===== config.mk =====
export PLATFORM = sky130hd
export DESIGN_NAME = tta_span
export DESIGN_NICKNAME = d
export VERILOG_FILES = /design/src/tta_pkg.sv /design/src/tta_span.sv
export SDC_FILE = /design/constraint.sdc
export NUM_CORES = 2
export LEC_CHECK = 0
export ABC_AREA = 1
export BUFFER_PORTS_ARGS = -buffer_cell sky130_fd_sc_hd__buf_2
export CELL_PAD_IN_SITES_DETAIL_PLACEMENT = 0
export CELL_PAD_IN_SITES_GLOBAL_PLACEMENT = 1
export CORE_MARGIN = 8
export CORE_UTILIZATION = 40
export CTS_CLUSTER_DIAMETER = 50
export DETAILED_ROUTE_END_ITERATION = 16
export GPL_TIMING_DRIVEN = 0
export PLACE_DENSITY_LB_ADDON = 0.25
export SYNTH_ARGS = -nofsm -noshare
export SYNTH_HDL_FRONTEND = slang
export SYNTH_SLANG_ARGS = --single-unit

===== constraint.sdc =====
create_clock -name i_clk -period 15.1 [get_ports i_clk]
set_input_delay 3.02 -clock i_clk [delete_from_list [all_inputs] [get_ports i_clk]]
set_output_delay 3.02 -clock i_clk [all_outputs]
set_load 0.01 [all_outputs]

===== src/tta_pkg.sv =====
// Shared types, constants and helpers for the tick-to-bar aggregator.
// No dependencies; every other file imports this package.
package tta_pkg;

    localparam int MAX_LEVELS = 32;
    localparam int CNT_W      = $clog2(MAX_LEVELS + 1);

    localparam logic [29:0] NS_PER_SEC  = 30'd1000000000;
    localparam logic [30:0] VOL_MAX     = '1;
    localparam logic [61:0] BAR_VOL_MAX = '1;
    localparam logic [30:0] SIZE_RESET  = 31'd60;

    localparam int FLAG_LEVEL = 0;
    localparam int FLAG_MARK  = 1;
    localparam int FLAG_OVF   = 2;

    typedef enum logic [0:0] {
        CFG_BAR_MODE = 1'b0,
        CFG_BAR_SIZE = 1'b1
    } t_cfg_idx;

    typedef enum logic [1:0] {
        MODE_TIME   = 2'd0,
        MODE_RANGE  = 2'd1,
        MODE_VOLUME = 2'd2,
        MODE_NONE   = 2'd3
    } t_bar_mode;

    typedef enum logic [1:0] {
        CELL_HOLD,
        CELL_ACC,
        CELL_SHIFT
    } t_cell_op;

    typedef enum logic [2:0] {
        S_IDLE,
        S_TEST,
        S_SPAN,
        S_ACC,
        S_POC,
        S_SUM,
        S_LVL
    } t_state;

    typedef struct packed {
        logic               func;
        logic [62:0]        time_ns;
        logic signed [31:0] price_ticks;
        logic [30:0]        trade_volume;
        logic               side_is_bid;
        logic               accumulatable;
    } t_in_word;

    typedef struct packed {
        logic [2:0]         flags;
        logic               last_of_bar;
        logic signed [31:0] price_out;
        logic signed [31:0] high_out;
        logic signed [31:0] low_out;
        logic signed [31:0] close_out;
        logic signed [31:0] control_price;
        logic [61:0]        volume_out;
        logic [31:0]        ask_or_control_volume;
        logic [30:0]        bid_volume_out;
        logic [62:0]        open_time_out;
        logic [62:0]        close_time_out;
    } t_out_word;

    typedef struct packed {
        logic signed [31:0] price;
        logic [30:0]        ask;
        logic [30:0]        bid;
    } t_level;

    typedef struct packed {
        t_cell_op           op;
        logic               new_level;
        logic signed [31:0] price;
        logic [30:0]        volume;
        logic               side_is_bid;
    } t_cell_ctl;

    function automatic logic [30:0] sat_add31(input logic [30:0] a, input logic [30:0] b);
        logic [31:0] s;
        s = {1'b0, a} + {1'b0, b};
        return s[31] ? VOL_MAX : s[30:0];
    endfunction

endpackage


===== src/tta_span.sv =====
// Time-bar boundary unit: span = size * 1e9, then a bit-serial remainder of the
// bar start by the span, giving end = start - rem + span. Depends on tta_pkg.
module tta_span (
    input  logic        i_clk,
    input  logic        i_rst_n,
    input  logic        i_start,
    input  logic [30:0] i_size,
    input  logic [62:0] i_base,
    output logic        o_busy,
    output logic [63:0] o_end
);
    import tta_pkg::*;

    logic        r_busy;
    logic        r_fin;
    logic [5:0]  r_cnt;
    logic [60:0] r_span;
    logic [60:0] r_rem;
    logic [62:0] r_base;
    logic [63:0] r_end;

    logic [30:0] w_size;
    logic [61:0] w_trial;
    logic [61:0] w_diff;
    logic        w_ge;

    assign w_size  = (i_size == '0) ? 31'd1 : i_size;
    assign w_trial = {r_rem, r_base[r_cnt]};
    assign w_ge    = w_trial >= {1'b0, r_span};
    assign w_diff  = w_trial - {1'b0, r_span};

    always_ff @(posedge i_clk) begin
        if (!i_rst_n) begin
            r_busy <= 1'b0;
            r_fin  <= 1'b0;
        end else if (i_start) begin
            r_busy <= 1'b1;
            r_fin  <= 1'b0;
        end else if (r_fin) begin
            r_busy <= 1'b0;
            r_fin  <= 1'b0;
        end else if (r_busy && r_cnt == '0) begin
            r_fin <= 1'b1;
        end
    end

    always_ff @(posedge i_clk) begin
        if (i_start) begin
            r_span <= {30'b0, w_size} * {31'b0, NS_PER_SEC};
            r_rem  <= '0;
            r_cnt  <= 6'd62;
            r_base <= i_base;
        end else if (r_busy && !r_fin) begin
            r_rem <= w_ge ? w_diff[60:0] : w_trial[60:0];
            if (r_cnt != '0) begin
                r_cnt <= r_cnt - 6'd1;
            end
        end
        if (r_fin) begin
            r_end <= {1'b0, r_base} - {3'b0, r_rem} + {3'b0, r_span};
        end
    end

    assign o_busy = r_busy;
    assign o_end  = r_end;

endmodule


==> results.tsv <==
stage	metric	value	unit
timing	Final TNS setup	0	ps
timing	Final WS setup	5280	ps
floorplanning	die height	304	um
global_routing	Tot GR Track Use	23.8	%
synth	main combinational cell family by area after synthesis	adder cells	
critical_path	startpoint types	input pin	
global_routing	met2 Use GR	43.9	%
timing	Finish-stage setup viols	0	
route	Residual DRC	0	
synth	Synth Area in Adders	35.3	%
global_routing	first-pass GRT wire length	166000	um
min_path	Hold WC Path Type	flip-flop to flip-flop	
synth	Post-Syn Area per Cell	7.74	um2
timing	Fmax	102	MHz
synth	Synth Area in Compound Gates	8.22	%
critical_path	CP arrival	10140	ps
clock_tree	hold_buf cts	0	
clock_tree	CTS Buf Count	28	
clock_tree	Clock Sinks	248	
synth	#FFs+latches synth	248	
flow_run	Max-Cap Viols	0	
route	DRT Pass-1 Iters	7	
clock_tree	Clk Latency, worst-skew pair	580	ps
route	Antenna Nets Post-Route	0	
floorplanning	core area	82000	um2
final_layout	n_diodes	0	
floorplanning	die area	92100	um2
timing	clock period minus final worst setup slack	9820	ps
timing	RSZ-0062 raised after global routing	false	
critical_path	Critical Path End Type	flip-flop	
synth	Post-Synth XOR/XNOR Area	3.47	%
synth	Main synth FF type	edfxtp_1	
timing	worst slew pin tran	1040	ps
timing	relative slew slack	30.2	%
final_layout	Final nets	5283	
place	IO Port Bufs	157	
floorplanning	Die X	304	um
global_routing	GR met1 Demand/Resource	27.6	%
synth	Async SR Flop Fraction	0	%
synth	Syn. warnings	0	
route	violation count after the first detailed-routing iteration	1557	
global_routing	GRT met3 Usage	1.34	%
synth	Synth Area in Simple Gates	19.9	%
floorplanning	Top Ports	162	
final_layout	post-layout util	44.2	%
timing	Slew Viols, Final	0	
timing	Clock Skews	12.3	ps
global_routing	largest net degree at the start of global routing	76	
timing	Final Hold Fails	0	
synth	post-synth cell types	43	
clock_tree	Root Driver	clkbuf_16	
synth	mux cell area share after synthesis	0	%
global_routing	initial antenna violation count	0	
critical_path	slowest cell delay on critical path	560	ps
synth	Mapped Nets	5095	
global_routing	grt ovf	0	
clock_tree	htree depth	1	
final_layout	share of layout cells above drive strength 1	5.33	%
route	wire per inst	19.7	um
critical_path	CP Max Fanout	8	
critical_path	critical path's slowest cell	fa_1	
synth	count of flip-flops with a built-in enable after synthesis	179	
clock_tree	post-CTS sizing	0	
global_routing	grt peak-use layer	met2	
floorplanning	row cnt	105	
final_layout	area occupied by multi-input gates	22100	um2
final_layout	Storage cell area	6760	um2
critical_path	Crit Path Category	input pin to flip-flop	
route	total number of vias	27400	
place	DP Wirelength	97700	um
clock_tree	CTS tree	yes	
final_layout	Layout Area Growth over Synthesis	9.52	%
global_routing	vias in the first global route	29000	
floorplanning	initial core utilization	40.3	%
place	routability cong.	0.974	
final_layout	filler cell count	8567	
route	DRT Wirelength	109000	um
clock_tree	Clock Path Buffers	3	
clock_tree	Clk pin slew, worst setup/hold paths	60	ps
timing	Tcrit/Tclk final	65.0	%
critical_path	most common cell type on the critical path	inv_1	
place	pre-CTS setup slack	4600	ps
critical_path	Worst Path Required	15420	ps
clock_tree	number of setup buffers added after CTS	0	
synth	post-synthesis sequential area ratio	20.4	%
outcome	status	finished, final reports clean	
synth	cells after synthesis	4273	
route	Via density	4.93	
synth	Mapped Area	33100	um2
-- cells by family (layout without fill, tap and decap cells) --
family / Yosys count / in the layout
flip-flops: 248 / 248
adder cells (fa/ha/maj): 725 / 725
AND/OR/NAND/NOR: 1583 / 1583
buffers and inverters: 1096 / 1306
XOR/XNOR: 131 / 131
AO/OA/AOI/OAI: 490 / 490
-- state kept, by name (all words and copies together) (netlist names) --
register,flops
o_end,64
r_base,63
o_busy,1
r_cnt,6
r_rem,61
r_span,52
r_fin,1
-- final cells by class --
class | instances | share of cell area (%)
inverters | 1019 | 10.6
clock inverters | 19 | 0.529
plain buffers | 77 | 0.943
flip-flops and latches | 248 | 18.7
well taps | 1070 | 3.70
repair buffers | 158 | 2.26
multi-input cells | 2929 | 61.1
clock buffers | 33 | 2.19
-- per-layer routing --
layer  up-vias  share of wire [%]
met1     12800                 41
met5         -                  0
met4         0                6.1
li1      13800                  -
met3       208                3.1
met2       545                 50
-- path summary, 6_finish.rpt --
path / slack (ps) / start / cells past startpoint / endpoint
hold reg to reg: 500 / r_cnt[3] / 2 / r_cnt[3]
setup reg to reg: 11200 / r_span[22] / 15 / o_end[63]
setup / recovery: 5280 / i_size[12] / 29 / r_span[52]
hold / removal: 500 / r_cnt[3] / 2 / r_cnt[3]
-- synthesized netlist by cell type, types with 29 or more instances --
cell,n,area [um2]
a21o_1,29,218
a21oi_1,230,1150
a31oi_1,29,181
clkbuf_1,59,221
dfxtp_1,69,1380
edfxtp_1,179,5380
fa_1,348,6970
ha_1,377,4720
inv_1,1015,3810
nand2_1,868,3260
nand3_1,220,1100
nand4_1,94,588
nor2_1,340,1280
o21ai_0,138,691
xnor2_1,49,429
xor2_1,82,718
-- through the flow --
stage / std cells / area (um2) / hold slack (ps)
6_report: 5553 / 36200 / 497
4_1_cts: 5553 / 36200 / 500
2_1_floorplan: 4273 / 33100 / 457
3_3_place_gp: 5500 / 35200 / 489
3_5_place_dp: 5501 / 35200 / 491
5_1_grt: 5553 / 36200 / 550
-- critical path: cells and delay by family --
family / cells / cell delay, ps
adder cells (fa/ha/maj): 8 / 3690
AND/OR/NAND/NOR: 11 / 2250
buffers and inverters: 9 / 1050
XOR/XNOR: 1 / 110
-- layout by cell type, fill, tap and decap left out, drive strengths merged, types with 139 or more instances in the layout --
cell / synthesis / routed
a21oi: 231 / 231
buf: 18 / 176
edfxtp: 179 / 179
fa: 348 / 348
ha: 377 / 377
inv: 1016 / 1021
nand2: 870 / 870
nand3: 221 / 221
nor2: 343 / 343
o21ai: 139 / 139
Power is left out: the tool's default activity adds up to more than one toggle a clock period on the data nets, which glitch-free logic cannot reach.
