**config.mk**
```make
export PLATFORM = sky130hd
export DESIGN_NAME = tta_cell
export DESIGN_NICKNAME = d
export VERILOG_FILES = /design/src/tta_pkg.sv /design/src/tta_cell.sv
export SDC_FILE = /design/constraint.sdc
export NUM_CORES = 1
export LEC_CHECK = 0
export ABC_CLOCK_PERIOD_IN_PS = 4500
export BUFFER_PORTS_ARGS = -buffer_cell sky130_fd_sc_hd__clkbuf_2
export CAP_MARGIN = 20
export CORE_MARGIN = 2
export CORE_UTILIZATION = 52
export CTS_BUF_LIST = sky130_fd_sc_hd__clkbuf_2 sky130_fd_sc_hd__clkbuf_4 sky130_fd_sc_hd__clkbuf_8
export DETAILED_ROUTE_END_ITERATION = 6
export PLACE_DENSITY = 0.92
export SLEW_MARGIN = 20
export SYNTH_ARGS = -nofsm -noshare
export SYNTH_HDL_FRONTEND = slang
export SYNTH_SLANG_ARGS = --single-unit
```
**constraint.sdc**
```tcl
create_clock -name i_clk -period 4.5 [get_ports i_clk]
set_clock_uncertainty 0.2 [all_clocks]
set_input_delay 0.9 -clock i_clk [delete_from_list [all_inputs] [get_ports i_clk]]
set_output_delay 0.9 -clock i_clk [all_outputs]
set_load 0.03 [all_outputs]
```
**src/tta_pkg.sv**
```systemverilog
// Shared types, constants and helpers for the tick-to-bar aggregator.
// No dependencies; every other file imports this package.
package tta_pkg;

    localparam int MAX_LEVELS = 32;
    localparam int CNT_W      = $clog2(MAX_LEVELS + 1);

    localparam logic [29:0] NS_PER_SEC  = 30'd1000000000;
    localparam logic [30:0] VOL_MAX     = '1;
    localparam logic [61:0] BAR_VOL_MAX = '1;
    localparam logic [30:0] SIZE_RESET  = 31'd60;

    localparam int FLAG_LEVEL = 0;
    localparam int FLAG_MARK  = 1;
    localparam int FLAG_OVF   = 2;

    typedef enum logic [0:0] {
        CFG_BAR_MODE = 1'b0,
        CFG_BAR_SIZE = 1'b1
    } t_cfg_idx;

    typedef enum logic [1:0] {
        MODE_TIME   = 2'd0,
        MODE_RANGE  = 2'd1,
        MODE_VOLUME = 2'd2,
        MODE_NONE   = 2'd3
    } t_bar_mode;

    typedef enum logic [1:0] {
        CELL_HOLD,
        CELL_ACC,
        CELL_SHIFT
    } t_cell_op;

    typedef enum logic [2:0] {
        S_IDLE,
        S_TEST,
        S_SPAN,
        S_ACC,
        S_POC,
        S_SUM,
        S_LVL
    } t_state;

    typedef struct packed {
        logic               func;
        logic [62:0]        time_ns;
        logic signed [31:0] price_ticks;
        logic [30:0]        trade_volume;
        logic               side_is_bid;
        logic               accumulatable;
    } t_in_word;

    typedef struct packed {
        logic [2:0]         flags;
        logic               last_of_bar;
        logic signed [31:0] price_out;
        logic signed [31:0] high_out;
        logic signed [31:0] low_out;
        logic signed [31:0] close_out;
        logic signed [31:0] control_price;
        logic [61:0]        volume_out;
        logic [31:0]        ask_or_control_volume;
        logic [30:0]        bid_volume_out;
        logic [62:0]        open_time_out;
        logic [62:0]        close_time_out;
    } t_out_word;

    typedef struct packed {
        logic signed [31:0] price;
        logic [30:0]        ask;
        logic [30:0]        bid;
    } t_level;

    typedef struct packed {
        t_cell_op           op;
        logic               new_level;
        logic signed [31:0] price;
        logic [30:0]        volume;
        logic               side_is_bid;
    } t_cell_ctl;

    function automatic logic [30:0] sat_add31(input logic [30:0] a, input logic [30:0] b);
        logic [31:0] s;
        s = {1'b0, a} + {1'b0, b};
        return s[31] ? VOL_MAX : s[30:0];
    endfunction

endpackage

```
**src/tta_cell.sv**
```systemverilog
// One price level of the sorted level chain: match, sorted insert and drain shift.
// Depends on tta_pkg.
module tta_cell (
    input  logic               i_clk,
    input  tta_pkg::t_cell_ctl i_ctl,
    input  logic               i_valid,
    input  logic               i_prev_gt,
    input  logic               i_at_end,
    input  tta_pkg::t_level    i_left,
    input  tta_pkg::t_level    i_right,
    output logic               o_gt,
    output logic               o_hit,
    output tta_pkg::t_level    o_level
);
    import tta_pkg::*;

    t_level r_level;
    t_level n_level;

    assign o_gt    = i_valid && ($signed(r_level.price) > $signed(i_ctl.price));
    assign o_hit   = i_valid && (r_level.price == i_ctl.price);
    assign o_level = r_level;

    always_comb begin
        n_level = r_level;
        unique case (i_ctl.op)
            CELL_ACC: begin
                if (i_ctl.new_level) begin
                    // Levels above the new price move one place up the chain.
                    if (i_prev_gt) begin
                        n_level = i_left;
                    end else if (o_gt || i_at_end) begin
                        n_level.price = i_ctl.price;
                        n_level.ask   = i_ctl.side_is_bid ? '0 : i_ctl.volume;
                        n_level.bid   = i_ctl.side_is_bid ? i_ctl.volume : '0;
                    end
                end else if (o_hit) begin
                    if (i_ctl.side_is_bid) begin
                        n_level.bid = sat_add31(r_level.bid, i_ctl.volume);
                    end else begin
                        n_level.ask = sat_add31(r_level.ask, i_ctl.volume);
                    end
                end
            end
            CELL_SHIFT: begin
                n_level = i_right;
            end
            default: begin
                n_level = r_level;
            end
        endcase
    end

    always_ff @(posedge i_clk) begin
        r_level <= n_level;
    end

endmodule

```
==> impl_metrics.sql, run 1 <==
INSERT INTO impl_metrics (metric_group, metric, value, unit) VALUES
('die', 'initial_utilization', '52.9', '%'),
('die', 'floorplan.core_area', '17900', 'um2'),
('sta', 'tns', '0', 'ns'),
('finish', 'largest_reg_flops', '94', ''),
('clocking', 'clk_path_buf_depth', '2', ''),
('run_status', 'failing_checks', 'DRC', ''),
('die', 'io-pin-count', '355', ''),
('sta', 'fin_crit_sh', '95.2', '%'),
('sta', 'postLayoutSetupSlackWorst', '0.217', 'ns'),
('power', 'cellPowerDensity', '280', 'nW/um2'),
('clocking', 'clkSinkCount', '94', ''),
('finish', 'antenna_cells', '0', ''),
('setup_path', 'cpMaxStageDelayCell', 'sky130_fd_sc_hd__a2111oi_1', ''),
('global_routing', 'grt_max_degree', '85', ''),
('placement', 'buffer_ports.inserted', '354', ''),
('setup_path', 'critical_path_source_type', 'input pin', ''),
('run', 'timing.max_cap.violations', '0', ''),
('synthesis', 'share_of_synthesized_area_occupied_by_flip_flops_and_latches', '29.8', '%'),
('die', 'die_area', '19300', 'um2'),
('finish', 'regArea', '2820', 'um2'),
('routing', 'initialDrtViolationCount', '1349', ''),
('sta', 'grt_setup_unrepaired', 'false', ''),
('routing', 'firstDrtPassIters', '7', ''),
('synthesis', 'number_of_instances_in_the_synthesized_netlist', '1134', ''),
('placement', 'dpl_worst_slack', '0.125', 'ns'),
('power', 'p_leak', '5.55', 'nW'),
('sta', 'setup_viol', '0', ''),
('routing', 'wl_per_instance', '20.7', 'um'),
('power', 'worst_ir_drop_vdd', '163', 'uV'),
('synthesis', 'synth_seq_cells', '94', ''),
('synthesis', 'synth_nets', '1489', ''),
('worst_hold_path', 'hold_path_class', 'reg2reg', ''),
('setup_path', 'crit_required', '3.40', 'ns'),
('synthesis', 'postSynth.asyncResetShare', '0', '%'),
('clocking', 'numCtsBuffers', '9', ''),
('synthesis', 'ys_warn_count', '0', ''),
('setup_path', 'critical_path_peak_fanout', '2', ''),
('setup_path', 'critical_path.cell_chain', 'clkbuf_2 -> inv_1 -> ha_1 -> a21o_1 -> a21o_1 -> a211o_1 -> a21oi_1 -> o211ai_1 -> a2111oi_1 -> a211oi_2 -> clkbuf_2', ''),
('die', 'num_rows', '49', ''),
('sta', 'maxClockFrequency', '233', 'MHz'),
('sta', 'max_slew_margin', '46.4', '%'),
('sta', 'max_slew.worst_pin.slew', '0.805', 'ns'),
('run_status', 'run_status', 'finished with violations', ''),
('setup_path', 'endpoint_kind', 'output pin', ''),
('setup_path', 'worst_stage_delay_on_the_critical_path', '0.50', 'ns'),
('die', 'dieWidth', '139', 'um'),
('clocking', 'cts.htree.levels', '3', ''),
('global_routing', 'grt_pass1_wl', '53500', 'um'),
('routing', 'drt-vias-per-instance', '6.25', ''),
('synthesis', 'netlist_area', '9470', 'um2'),
('sta', 'timing.final.hold_violations', '0', ''),
('finish', 'multi_input_area', '6170', 'um2'),
('finish', 'drive_gt1_share', '28.9', '%'),
('sta', 'fin_worst_hold_slack', '0.536', 'ns'),
('setup_path', 'crit_buf_inv', '3', ''),
('global_routing', 'grt.total_usage', '35.0', '%'),
('global_routing', 'grt_pass1_vias', '10100', ''),
('synthesis', 'synth_enable_flop_cells', '94', ''),
('setup_path', 'cp_top_family', 'compound AO/OA/AOI/OAI gates', ''),
('routing', 'drc', '1', ''),
('sta', 'period_minus_slack', '4.28', 'ns'),
('global_routing', 'gr-total-overflow', '0', ''),
('global_routing', 'antenna_violations_before_repair', '0', ''),
('finish', 'final_net_count', '1817', ''),
('clocking', 'tritoncts', 'done', ''),
('synthesis', 'synth.avg_cell_area', '8.35', 'um2'),
('synthesis', 'synthDistinctLibCells', '70', ''),
('setup_path', 'worstSetupPathType', 'in2out', ''),
('clocking', 'clock_insertion_delay_worst_skew', '0.41', 'ns'),
('die', 'die_height', '139', 'um'),
('clocking', 'register_clock_pin_slew_on_the_reported_worst_setup_and_hold_paths', '0.11', 'ns');
==> layer usage <==
metal  GRT usage (%)  up-vias  share of wire, %
li1                -     4891                 -
met1            46.5     4838                39
met2            57.1      754                46
met3            5.84      117                11
met4            14.4        0               3.8
met5               0        -                 0
==> area by class of cell <==
type / count / area share [%]
multi-input combinational: 915 / 52.7
sequential: 94 / 24.1
timing repair buffer: 382 / 17.2
tap: 229 / 2.44
inverter: 60 / 1.92
clock buffer: 9 / 1.06
clock inverter: 7 / 0.630
==> cell families (layout without fill, tap and decap cells) <==
kind of cell / after synthesis / count (layout) / synth area share [%]
flops: 94 / 94 / 29.8
compound gates: 436 / 436 / 29.6
simple gates: 298 / 298 / 14.1
xor+xnor: 52 / 52 / 4.81
mux: 33 / 33 / 3.50
buf+inv: 125 / 458 / 5.33
fa+ha+maj: 96 / 96 / 12.8
==> worst reg2reg max path: stages, from the launching register on <==
cell                        delay [ns]
sky130_fd_sc_hd__edfxtp_1         0.39
sky130_fd_sc_hd__ha_1             0.23
sky130_fd_sc_hd__inv_1            0.08
sky130_fd_sc_hd__fa_1             0.41
sky130_fd_sc_hd__nor2b_1          0.19
sky130_fd_sc_hd__o2111ai_1        0.20
sky130_fd_sc_hd__a2111oi_2        0.64
sky130_fd_sc_hd__o311ai_4         0.20
sky130_fd_sc_hd__o31ai_1          0.39
sky130_fd_sc_hd__a31oi_1          0.18
sky130_fd_sc_hd__xnor2_1          0.15
sky130_fd_sc_hd__o21ai_1          0.12
sky130_fd_sc_hd__nand2_1          0.06
==> power breakdown <==
part	leakage (nW)	switching, mW	total, mW	internal (mW)
combinational	4.57	0.941	1.53	0.589
sequential	0.888	0.0569	1.13	1.08
clock	0.0996	0.363	0.622	0.259
total	5.55	1.36	3.29	1.93
==> stage by stage <==
stage	util, %	cells	area, um2
2_1_floorplan	-	1134	9480
3_3_place_gp	64.2	1679	11500
3_5_place_dp	64.2	1679	11500
4_1_cts	65.3	1695	11700
5_1_grt	65.5	1696	11700
6_report	65.5	1696	11700
==> placed cells by master, fill, tap and decap left out, types with 32 or more instances in the layout <==
cell,instances
sky130_fd_sc_hd__clkbuf_2,353
sky130_fd_sc_hd__nand2_1,154
sky130_fd_sc_hd__a21oi_1,115
sky130_fd_sc_hd__ha_1,94
sky130_fd_sc_hd__edfxtp_1,94
sky130_fd_sc_hd__o21ai_0,92
sky130_fd_sc_hd__inv_1,59
sky130_fd_sc_hd__a22oi_1,54
sky130_fd_sc_hd__nor2_1,47
sky130_fd_sc_hd__xnor2_1,35
sky130_fd_sc_hd__a21o_1,34
sky130_fd_sc_hd__mux2i_1,32
==> cell usage after synthesis (4+ instances only) <==
library cell	instances	area (um2)
sky130_fd_sc_hd__clkbuf_1	50	188
sky130_fd_sc_hd__xnor2_1	35	307
sky130_fd_sc_hd__buf_6	4	45.0
sky130_fd_sc_hd__a211oi_1	9	67.6
sky130_fd_sc_hd__or3_1	4	25.0
sky130_fd_sc_hd__o21bai_1	19	143
sky130_fd_sc_hd__a21o_1	34	255
sky130_fd_sc_hd__ha_1	94	1180
sky130_fd_sc_hd__xor2_1	17	149
sky130_fd_sc_hd__and4_1	4	35.0
sky130_fd_sc_hd__buf_1	7	26.3
sky130_fd_sc_hd__buf_2	4	20.0
sky130_fd_sc_hd__a21oi_1	115	576
sky130_fd_sc_hd__a22oi_1	54	405
sky130_fd_sc_hd__and3_1	6	37.5
sky130_fd_sc_hd__o21ai_0	92	460
sky130_fd_sc_hd__o211ai_1	7	52.6
sky130_fd_sc_hd__edfxtp_1	94	2820
sky130_fd_sc_hd__o21a_1	14	105
sky130_fd_sc_hd__o21ai_1	32	160
sky130_fd_sc_hd__a211o_1	5	43.8
sky130_fd_sc_hd__nand2_1	154	578
sky130_fd_sc_hd__a31oi_1	8	50.1
sky130_fd_sc_hd__nand4_1	17	106
sky130_fd_sc_hd__nor3_1	17	85.1
sky130_fd_sc_hd__nand3_1	20	100
sky130_fd_sc_hd__inv_1	59	221
sky130_fd_sc_hd__nor2_1	48	180
sky130_fd_sc_hd__mux2i_1	32	320
sky130_fd_sc_hd__nor2b_1	10	62.6
sky130_fd_sc_hd__a221o_1	7	70.1
==> path summary, 6_finish.rpt <==
check	depth (start not counted)	start	slack [ns]	endpoint
worst min register to register	3	o_level[0]	0.54	o_level[0]
worst min-delay path	3	o_level[0]	0.54	o_level[0]
worst max-delay path	11	i_ctl[37]	0.22	o_gt
worst max register to register	12	o_level[0]	0.85	o_level[24]
Note: power is estimated with default switching activity, not from simulation.
==> inputs of run 2 (changes only) <==
Settings changed: SETUP_SLACK_MARGIN set to 0.5.
==> run 2 against run 1 <==
- the flow now finishes without violations
- worst hold slack is essentially flat
- sequential power is essentially flat
- register-to-register slack lost 0.07 ns
- die area is the same
- utilization shrank 0.063 points
- sequential share of layout area is essentially flat
- setup slack gained 0.27 ns
- first-iteration DRC count shrank 39%
- clock power shrank 12%
==> impl_metrics.sql, run 2 (synthesis results as in run 1) <==
INSERT INTO impl_metrics (metric_group, metric, value, unit) VALUES
('die', 'die_area', '19300', 'um2'),
('worst_hold_path', 'hold-path-cell-count', '3', ''),
('global_routing', 'grt_use_met1', '41.4', '%'),
('routing', 'initialDrtViolationCount', '822', ''),
('global_routing', 'grt_pass1_vias', '9845', ''),
('routing', 'drt-vias-per-instance', '6.14', ''),
('routing', 'firstDrtPassIters', '7', ''),
('die', 'io-pin-count', '355', ''),
('placement', 'finalWeightedCongestion', '0.964', ''),
('finish', 'commonest_cells_after_routing_fill_and_taps_aside', 'sky130_fd_sc_hd__clkbuf_2, sky130_fd_sc_hd__nand2_1, sky130_fd_sc_hd__a21oi_1, sky130_fd_sc_hd__edfxtp_1, sky130_fd_sc_hd__ha_1', ''),
('routing', 'via_count', '10400', ''),
('power', 'total_power', '3.21', 'mW'),
('sta', 'setup_viol', '0', ''),
('finish', 'most_common_library_cell_in_the_layout_ignoring_fill_and_taps', 'sky130_fd_sc_hd__clkbuf_2', ''),
('clocking', 'cts.hold.buffers_added', '0', ''),
('sta', 'fin_worst_hold_slack', '0.536', 'ns'),
('worst_hold_path', 'timing.hold.worst.start', 'o_level[0]', ''),
('placement', 'dpl_worst_slack', '0.287', 'ns'),
('run', 'timing.max_cap.violations', '0', ''),
('die', 'initial_utilization', '52.9', '%'),
('setup_path', 'endpoint_kind', 'output pin', ''),
('power', 'power.net_switching', '1.34', 'mW'),
('sta', 'max_slew_margin', '54.8', '%'),
('sta', 'grt_setup_unrepaired', 'true', ''),
('setup_path', 'worstReg2RegStart', 'o_level[67]', ''),
('worst_hold_path', 'hold_path_class', 'reg2reg', ''),
('sta', 'max_slew.worst_pin.slew', '0.677', 'ns'),
('setup_path', 'worstSetupPathType', 'in2out', ''),
('setup_path', 'critical_path_peak_fanout', '2', ''),
('global_routing', 'grt.total_usage', '35.2', '%'),
('die', 'floorplan.core_area', '17900', 'um2'),
('power', 'cellPowerDensity', '274', 'nW/um2'),
('sta', 'timing.final.hold_violations', '0', ''),
('global_routing', 'grt_max_degree', '123', ''),
('die', 'die_height', '139', 'um'),
('power', 'switching_share', '41.7', '%'),
('placement', 'buffer_ports.inserted', '354', ''),
('finish', 'final_net_count', '1809', ''),
('power', 'power_frac_comb', '47.3', '%'),
('finish', 'largest_reg_flops', '94', ''),
('sta', 'period_minus_slack', '4.02', 'ns'),
('setup_path', 'worstSetupStartpoint', 'i_ctl[44]', ''),
('setup_path', 'critical_path_source_type', 'input pin', ''),
('global_routing', 'met2_track_demand_over_resource_in_global_routing', '61.4', '%'),
('die', 'num_rows', '49', ''),
('sta', 'tns', '0', 'ns'),
('finish', 'syn_to_final_growth', '23.7', '%'),
('global_routing', 'globalRouteMet3Util', '5.35', '%'),
('power', 'worst_ir_drop_vdd', '152', 'uV'),
('power', 'p_int', '1.87', 'mW'),
('power', 'p_leak', '5.50', 'nW'),
('placement', 'hpwlAfterDp', '28200', 'um'),
('clocking', 'register_clock_pin_slew_on_the_reported_worst_setup_and_hold_paths', '0.10', 'ns'),
('clocking', 'numCtsBuffers', '9', ''),
('setup_path', 'worst_ep_arrival_time', '2.92', 'ns'),
('routing', 'drc', '0', ''),
('clocking', 'tritoncts', 'done', ''),
('power', 'p_clk_share', '17.0', '%'),
('sta', 'fin_crit_sh', '89.3', '%'),
('clocking', 'clock_tree.root_cell', 'sky130_fd_sc_hd__clkbuf_8', ''),
('clocking', 'clkSinkCount', '94', ''),
('clocking', 'clock_insertion_delay_worst_skew', '0.38', 'ns'),
('power', 'p_seq_share', '35.7', '%'),
('global_routing', 'antenna_violations_before_repair', '2', ''),
('clocking', 'clk_path_buf_depth', '2', ''),
('setup_path', 'r2r.worst_path.cells', '12', ''),
('routing', 'wl_per_instance', '21.4', 'um'),
('run_status', 'run_status', 'finished, final reports clean', ''),
('die', 'dieWidth', '139', 'um'),
('global_routing', 'grt_pass1_wl', '53000', 'um'),
('routing', 'antenna_violating_nets_post_route', '0', ''),
('sta', 'timing_max_transition_violations_final', '0', ''),
('finish', 'fillers', '1587', ''),
('clocking', 'cts.htree.levels', '3', ''),
('global_routing', 'grt.busiest_layer', 'met2', ''),
('finish', 'drive_gt1_share', '28.9', '%'),
('sta', 'maxClockFrequency', '249', 'MHz'),
('sta', 'postLayoutSetupSlackWorst', '0.482', 'ns'),
('setup_path', 'crit_required', '3.40', 'ns'),
('routing', 'wirelength', '36100', 'um'),
('global_routing', 'gr-total-overflow', '0', '');
[run 2: cell types whose count changed in the layout (fill, tap and decap cells not counted), moves of 2 or more]
cell / change
sky130_fd_sc_hd__o21ai_2: +2
sky130_fd_sc_hd__diode_2: +2
sky130_fd_sc_hd__a2111oi_4: +2
sky130_fd_sc_hd__clkbuf_8: +2
sky130_fd_sc_hd__inv_1: -2
sky130_fd_sc_hd__clkinv_1: +2
sky130_fd_sc_hd__clkbuf_2: -2
sky130_fd_sc_hd__buf_4: -7
[run 2: worst max-delay path, cell delays in order]
cell	delay, ns
sky130_fd_sc_hd__clkbuf_2	0.11
sky130_fd_sc_hd__inv_1	0.04
sky130_fd_sc_hd__ha_1	0.29
sky130_fd_sc_hd__nand4_1	0.10
sky130_fd_sc_hd__nor4_1	0.48
sky130_fd_sc_hd__o21ai_2	0.13
sky130_fd_sc_hd__o211ai_1	0.21
sky130_fd_sc_hd__a2111oi_4	0.15
sky130_fd_sc_hd__a211oi_4	0.29
sky130_fd_sc_hd__clkbuf_8	0.21
[run 2: final cells by class]
cell class,instances,area [um2],share of cell area [%]
clock buffer,10,131,1.12
multi-input combinational,915,6240,53.3
sequential,94,2820,24.1
tap,229,287,2.45
timing repair buffer,374,1950,16.7
clock inverter,6,37.5,0.321
inverter,60,236,2.02
antenna,2,5.00,0.0427
[run 2: power groups by stage]
stage | Clock (mW) | Sequential [mW] | Combinational (mW)
2_1_floorplan | 0 | 1.28 | 0.878
6_report | 0.546 | 1.14 | 1.52
3_3_place_gp | 0 | 1.16 | 1.45
5_1_grt | 0.577 | 1.15 | 1.64
3_5_place_dp | 0 | 1.16 | 1.48
4_1_cts | 0.548 | 1.14 | 1.49
[run 2: through the flow]
stage	cell area, um2	cells	utilization (%)
after floorplan	9530	1134	-
after global placement	11500	1670	64.1
after detailed placement	11500	1670	64.1
after CTS	11700	1688	65.3
after global routing	11700	1690	65.4
final	11700	1690	65.4
[run 2: repair_timing]
item,CTS,global route
buffers inserted,2,0
resized for setup,6,1
setup endpoints to repair,1,36
pin swaps,4,1
[run 2: worst paths after layout]
| kind | slack [ns] | end |
|---|---|---|
| worst max register to register | 0.78 | o_level[77] |
| worst min register to register | 0.54 | o_level[0] |
| worst max-delay path | 0.48 | o_gt |
| worst min-delay path | 0.54 | o_level[0] |
[run 2: metal layers]
metal / vias up / part of all wire, % / routed length, um
li1: 4883 / - / -
met1: 4785 / 37 / 13300
met2: 602 / 49 / 17500
met3: 100 / 8.7 / 3130
met4: 0 / 5.9 / 2140
met5: - / 0 / 0
